## src/hdl/object_collision_projection_coprocessor_top_macros.svh

```systemverilog
// Assertion macros for the coprocessor top level.
`ifndef OBJECT_COLLISION_PROJECTION_COPROCESSOR_TOP_MACROS_SVH
`define OBJECT_COLLISION_PROJECTION_COPROCESSOR_TOP_MACROS_SVH
`ifndef SYNTHESIS
`define OCP_ASSERT_IMP(lbl, clk, rst_n, a, c) \
	lbl: assert property (@(posedge clk) disable iff (!rst_n) (a) |-> (c)) else $error("ocp check failed");
`define OCP_ASSERT_NEXT(lbl, clk, rst_n, a, c) \
	lbl: assert property (@(posedge clk) disable iff (!rst_n) (a) |=> (c)) else $error("ocp check failed");
`else
`define OCP_ASSERT_IMP(lbl, clk, rst_n, a, c)
`define OCP_ASSERT_NEXT(lbl, clk, rst_n, a, c)
`endif
`endif

```

## src/hdl/ocp_pkg.sv

```systemverilog
// Shared types and constants of the collision and projection coprocessor.
package ocp_pkg;
	localparam int RamBytes   = 2048;
	localparam int MaxObjects = 64;
	localparam int AW         = $clog2(RamBytes);
	localparam int EntryBytes = 14;
	localparam int BoxEnd     = EntryBytes * MaxObjects + 2;
	localparam int CW         = $clog2(MaxObjects + 1);

	localparam logic [1:0] OP_READ  = 2'd0;
	localparam logic [1:0] OP_WRITE = 2'd1;
	localparam logic [1:0] OP_CTRL  = 2'd2;

	localparam logic [7:0]  SHARE_ALL    = 8'h0c;
	localparam logic [15:0] NEAR_DEFAULT = 16'h6400;

	typedef enum logic [4:0] {
		S_IDLE, S_KIND, S_BOXHDR, S_ENT, S_ENTRD, S_CMP, S_CMP2, S_CMP3, S_BOXWR,
		S_PHDR, S_PWORD, S_DIV, S_PWR, S_CLR, S_DONE
	} state_t;

	// Requests from the sequencer to the divider.
	typedef struct packed {
		logic        start;
		logic [23:0] num;
		logic [15:0] den;
	} div_req_t;
endpackage

```

## src/hdl/ocp_div.sv

```systemverilog
// Restoring divider, one quotient bit per cycle.
module ocp_div import ocp_pkg::*; (
	input  logic        clk,
	input  logic        arst_n,
	input  div_req_t    req,
	output logic        done,
	output logic [23:0] quot
);
	logic [23:0] rem_q;
	logic [23:0] quo_q;
	logic [15:0] den_q;
	logic [4:0]  cnt_q;
	logic        run_q;
	logic [24:0] trial;

	// Shift in the next numerator bit and test against the divisor.
	assign trial = {rem_q, quo_q[23]} - {9'd0, den_q};

	always_ff @(posedge clk or negedge arst_n) begin
		if (!arst_n) begin
			run_q <= 1'b0;
			cnt_q <= '0;
		end else if (req.start) begin
			run_q <= 1'b1;
			cnt_q <= 5'd24;
		end else if (run_q) begin
			cnt_q <= cnt_q - 5'd1;
			if (cnt_q == 5'd1) run_q <= 1'b0;
		end
	end

	always_ff @(posedge clk) begin
		if (req.start) begin
			rem_q <= '0;
			quo_q <= req.num;
			den_q <= req.den;
		end else if (run_q) begin
			if (!trial[24]) rem_q <= trial[23:0];
			else rem_q <= {rem_q[22:0], quo_q[23]};
			quo_q <= {quo_q[22:0], ~trial[24]};
		end
	end

	assign done = run_q && cnt_q == 5'd1;
	assign quot = {quo_q[22:0], ~trial[24]};
endmodule
```

## config.mk

```make
export PLATFORM = sky130hd
export DESIGN_NAME = ocp_div
export DESIGN_NICKNAME = d
export VERILOG_FILES = /design/src/hdl/object_collision_projection_coprocessor_top_macros.svh /design/src/hdl/ocp_pkg.sv /design/src/hdl/ocp_div.sv
export SDC_FILE = /design/constraint.sdc
export NUM_CORES = 1
export LEC_CHECK = 0
export ABC_AREA = 1
export BUFFER_PORTS_ARGS = -buffer_cell sky130_fd_sc_hd__buf_2
export CAP_MARGIN = 20
export CELL_PAD_IN_SITES_DETAIL_PLACEMENT = 1
export CELL_PAD_IN_SITES_GLOBAL_PLACEMENT = 2
export CORE_MARGIN = 2
export CORE_UTILIZATION = 32
export DETAILED_ROUTE_END_ITERATION = 6
export PLACE_DENSITY_LB_ADDON = 0.3
export SLEW_MARGIN = 20
export SYNTH_ARGS = -nofsm -noshare
export SYNTH_HDL_FRONTEND = slang
export SYNTH_SLANG_ARGS = --single-unit
export TNS_END_PERCENT = 5
```

## constraint.sdc

```tcl
create_clock -name clk -period 2.87 [get_ports clk]
set_clock_uncertainty 0.05 [all_clocks]
set_input_delay 0.287 -clock clk [delete_from_list [all_inputs] [get_ports clk]]
set_output_delay 0.287 -clock clk [all_outputs]
set_load 0.1 [all_outputs]
```

==> reports/metrics.csv <==
stage;metric;value;unit
outcome;status;completed;
die;fp-row-count;43;
synth;synth.area.top_cells;edfxtp_1 (26%), nand2_1 (26%), dfxtp_1 (10%), inv_1 (8.3%), ha_1 (4.9%);
synth;synth_cell_type_count;35;
die;pin_count;68;
die;start_util;33.0;%
synth;syn_inst;677;
worst_hold_path;hp-start;req[1];
synth;yosysWarnings;0;
clock_network;cts_tree;yes;
global_route;grt_pass1_wl;21.3;mm
die;die_w;124;microns
global_route;grt.overflow.total;0;
setup_path;r2r_slack;410;ps
synth;synth_seq_cells;70;
setup_path;rr_endpoint;rem_q[23]$_SDFFE_PP0P_;
setup_path;crit_start;quo_q[23]$_DFFE_PP_;
layout;layout-drive-gt1-share;14.4;%
setup_path;rr_worst_depth;15;
layout;syn_to_final_growth;15.3;%
clock_network;cts_htree_levels;3;
route;ant_nets;0;
power_and_ir_drop;p_int;2820;uW
worst_hold_path;worstHoldPathCells;1;
layout;fin_nets;792;
setup_path;path_max_fanout;7;
route;wl_per_cell;13.7;microns
synth;synth_edf_count;40;
sta;worstMarginPinSlew;517;ps
setup_path;end_kind;output port;
synth;synthArstFlopShare;8.57;%
synth;ys_seq_area_share;39.7;%
clock_network;clockRootBuffer;clkbuf_16;
global_route;track_usage;18.0;%
layout;fillers;1829;
die;die-area;15400;sq um
route;routed_via_density;4.51;
power_and_ir_drop;irDropWorstVdd;0.000348;V
power_and_ir_drop;seq_power_share;26.9;%
sta;clock.fmax;371;MHz
clock_network;worst_skew_pair.late_latency;340;ps
sta;hold_violations;0;
synth;synth-main-ff-cell;edfxtp_1;
sta;setup_viol;0;
setup_path;worstReg2RegStart;quo_q[23]$_DFFE_PP_;
synth;syn_area;4610;sq um
setup_path;critPathArrivalTime;2360;ps
sta;timing.final.crit_share;93.8;%
clock_network;clk_path_buf_depth;2;
synth;synth.largest_area_cell;edfxtp_1;
worst_hold_path;hold_class;in -> reg;
setup_path;worstSetupPathType;reg -> out;
synth;yosys-top-cells-count;nand2_1 (316), inv_1 (102), edfxtp_1 (40);
sta;tns;0;ps
power_and_ir_drop;p_leak;0.00289;uW
route;totalWireLength;12.5;mm
place;place_congestion;0.832;
synth;avgSynthCellArea;6.81;sq um
global_route;grt_max_degree;45;
synth;synth.most_common_cell;nand2_1;
power_and_ir_drop;clkPwrFrac;19.3;%
sta;finalMaxSlewViolations;0;
sta;max_slew_margin;65.5;%
synth;synth_top_area_share;26.0;%
die;core_area;14000;sq um
power_and_ir_drop;p_switching;2520;uW
sta;hold_slack;65.2;ps
die;dieHeight;124;microns
run;drv_cap;0;
synth;syn_nets;739;
worst_hold_path;hold_end;den_q[1]$_DFFE_PP_;
sta;rsz0062_at_grt;no;
setup_path;cp.required;2530;ps
place;port_buffers;67;
route;dr.pass1.iters;4;
layout;antenna_cells;0;
global_route;grt_pass1_vias;4424;
clock_network;cts_sinks;70;
sta;fin_crit;2690;ps
route;drc;0;
power_and_ir_drop;combPwrFrac;53.8;%
setup_path;cp-start-kind;flip-flop;
route;vias;4125;
place;post-dp-hpwl;9.67;mm
global_route;antenna_found_initial;0;
route;drt_iter0_drc;136;
clock_network;numCtsBuffers;9;
power_and_ir_drop;power.density;1000;nW/um^2
power_and_ir_drop;sw_frac_of_total;47.3;%
clock_network;clkTransAtPathRegs;60;ps
-- power by group through the flow --
| stage | logic [uW] | clock network (uW) | registers (uW) |
|---|---|---|---|
| after floorplan | 2230 | 0 | 1410 |
| after global placement | 2810 | 0 | 1450 |
| after detailed placement | 2850 | 0 | 1460 |
| after CTS | 2870 | 1060 | 1440 |
| final | 2870 | 1030 | 1440 |
| after global routing | 3280 | 1100 | 1470 |
-- sequential cells by signal, summed over array words and instances (netlist names) --
name   cells
quo_q     24
cnt_q      5
den_q     16
run_q      1
rem_q     24
-- layer usage --
metal	wire length (microns)	global-route usage, %
met1	6050	23.1
met2	5870	29.8
met3	423	4.08
met4	174	5.90
met5	0	0
-- layout make-up --
type	count	area (sq um)	area share, %
clock inverter	5	36.3	0.682
inverter	107	402	7.55
clock buffer	11	233	4.37
tap	180	225	4.23
multi-input combinational	464	2130	40.1
timing repair buffer	78	460	8.65
sequential	70	1830	34.4
-- what timing repair did --
item / 4_1_cts / 5_1_grt
cloned: 0 / 0
hold buffers: 1 / 0
pin swaps: 0 / 1
endpoints found under the setup margin: 1 / 1
setup buffers: 0 / 3
resized for setup: 1 / 0
endpoints found under the hold margin: 6 / 0
-- cell usage in the layout (no fill, tap or decap), drive strengths merged, types with 4 or more instances in the layout --
| cell type | Yosys | routed |
|---|---|---|
| nand3 | 37 | 37 |
| a21oi | 9 | 9 |
| o21ai | 7 | 7 |
| nand2 | 322 | 322 |
| nand4 | 8 | 8 |
| buf | 29 | 77 |
| inv | 106 | 106 |
| edfxtp | 40 | 40 |
| dfrtp | 6 | 6 |
| ha | 18 | 18 |
| clkbuf | 7 | 11 |
| xor2 | 4 | 4 |
| xnor2 | 8 | 8 |
| nor2 | 40 | 40 |
| dfxtp | 24 | 24 |
-- metrics by stage --
| stage | cells | power (uW) | cell area (sq um) | utilization (%) | setup WS, ps |
|---|---|---|---|---|---|
| after floorplan | 677 | 3630 | 4610 | - | 613 |
| after global routing | 915 | 5860 | 5320 | 38.0 | 32.5 |
| after global placement | 895 | 4260 | 5010 | 35.8 | 425 |
| after CTS | 912 | 5370 | 5300 | 37.9 | 53.8 |
| final | 915 | 5340 | 5320 | 38.0 | 177 |
| after detailed placement | 895 | 4310 | 5010 | 35.8 | 336 |
-- kinds of logic after synthesis --
family / Yosys count / share of synthesized area, %
flip-flops: 70 / 39.7
buffers and inverters: 143 / 14.2
adder cells (fa/ha/maj): 19 / 5.32
XOR/XNOR: 12 / 2.28
AO/OA/AOI/OAI: 18 / 2.28
AND/OR/NAND/NOR: 415 / 36.2
-- worst max-delay path by stage --
| stage | cells after the start | slack, ps | endpoint |
|---|---|---|---|
| after detailed placement | 11 | 340 | quot[0] |
| final | 11 | 180 | quot[0] |
| after CTS | 11 | 50 | quot[0] |
| after global placement | 11 | 420 | quot[0] |
| after global routing | 11 | 30 | quot[0] |
| after floorplan | 4 | 610 | done |
-- worst max-delay path, stage by stage, from the launching register on --
cell and delay [ps]:
edfxtp_1 320, inv_1 50, ha_1 220, fa_1 460
nor2_2 160, o21ai_1 80, nand2_2 100, nand2_2 110
nand3_2 90, nand2_1 90, nand2_4 130, buf_12 180
Power figures use the tool's default switching activity.
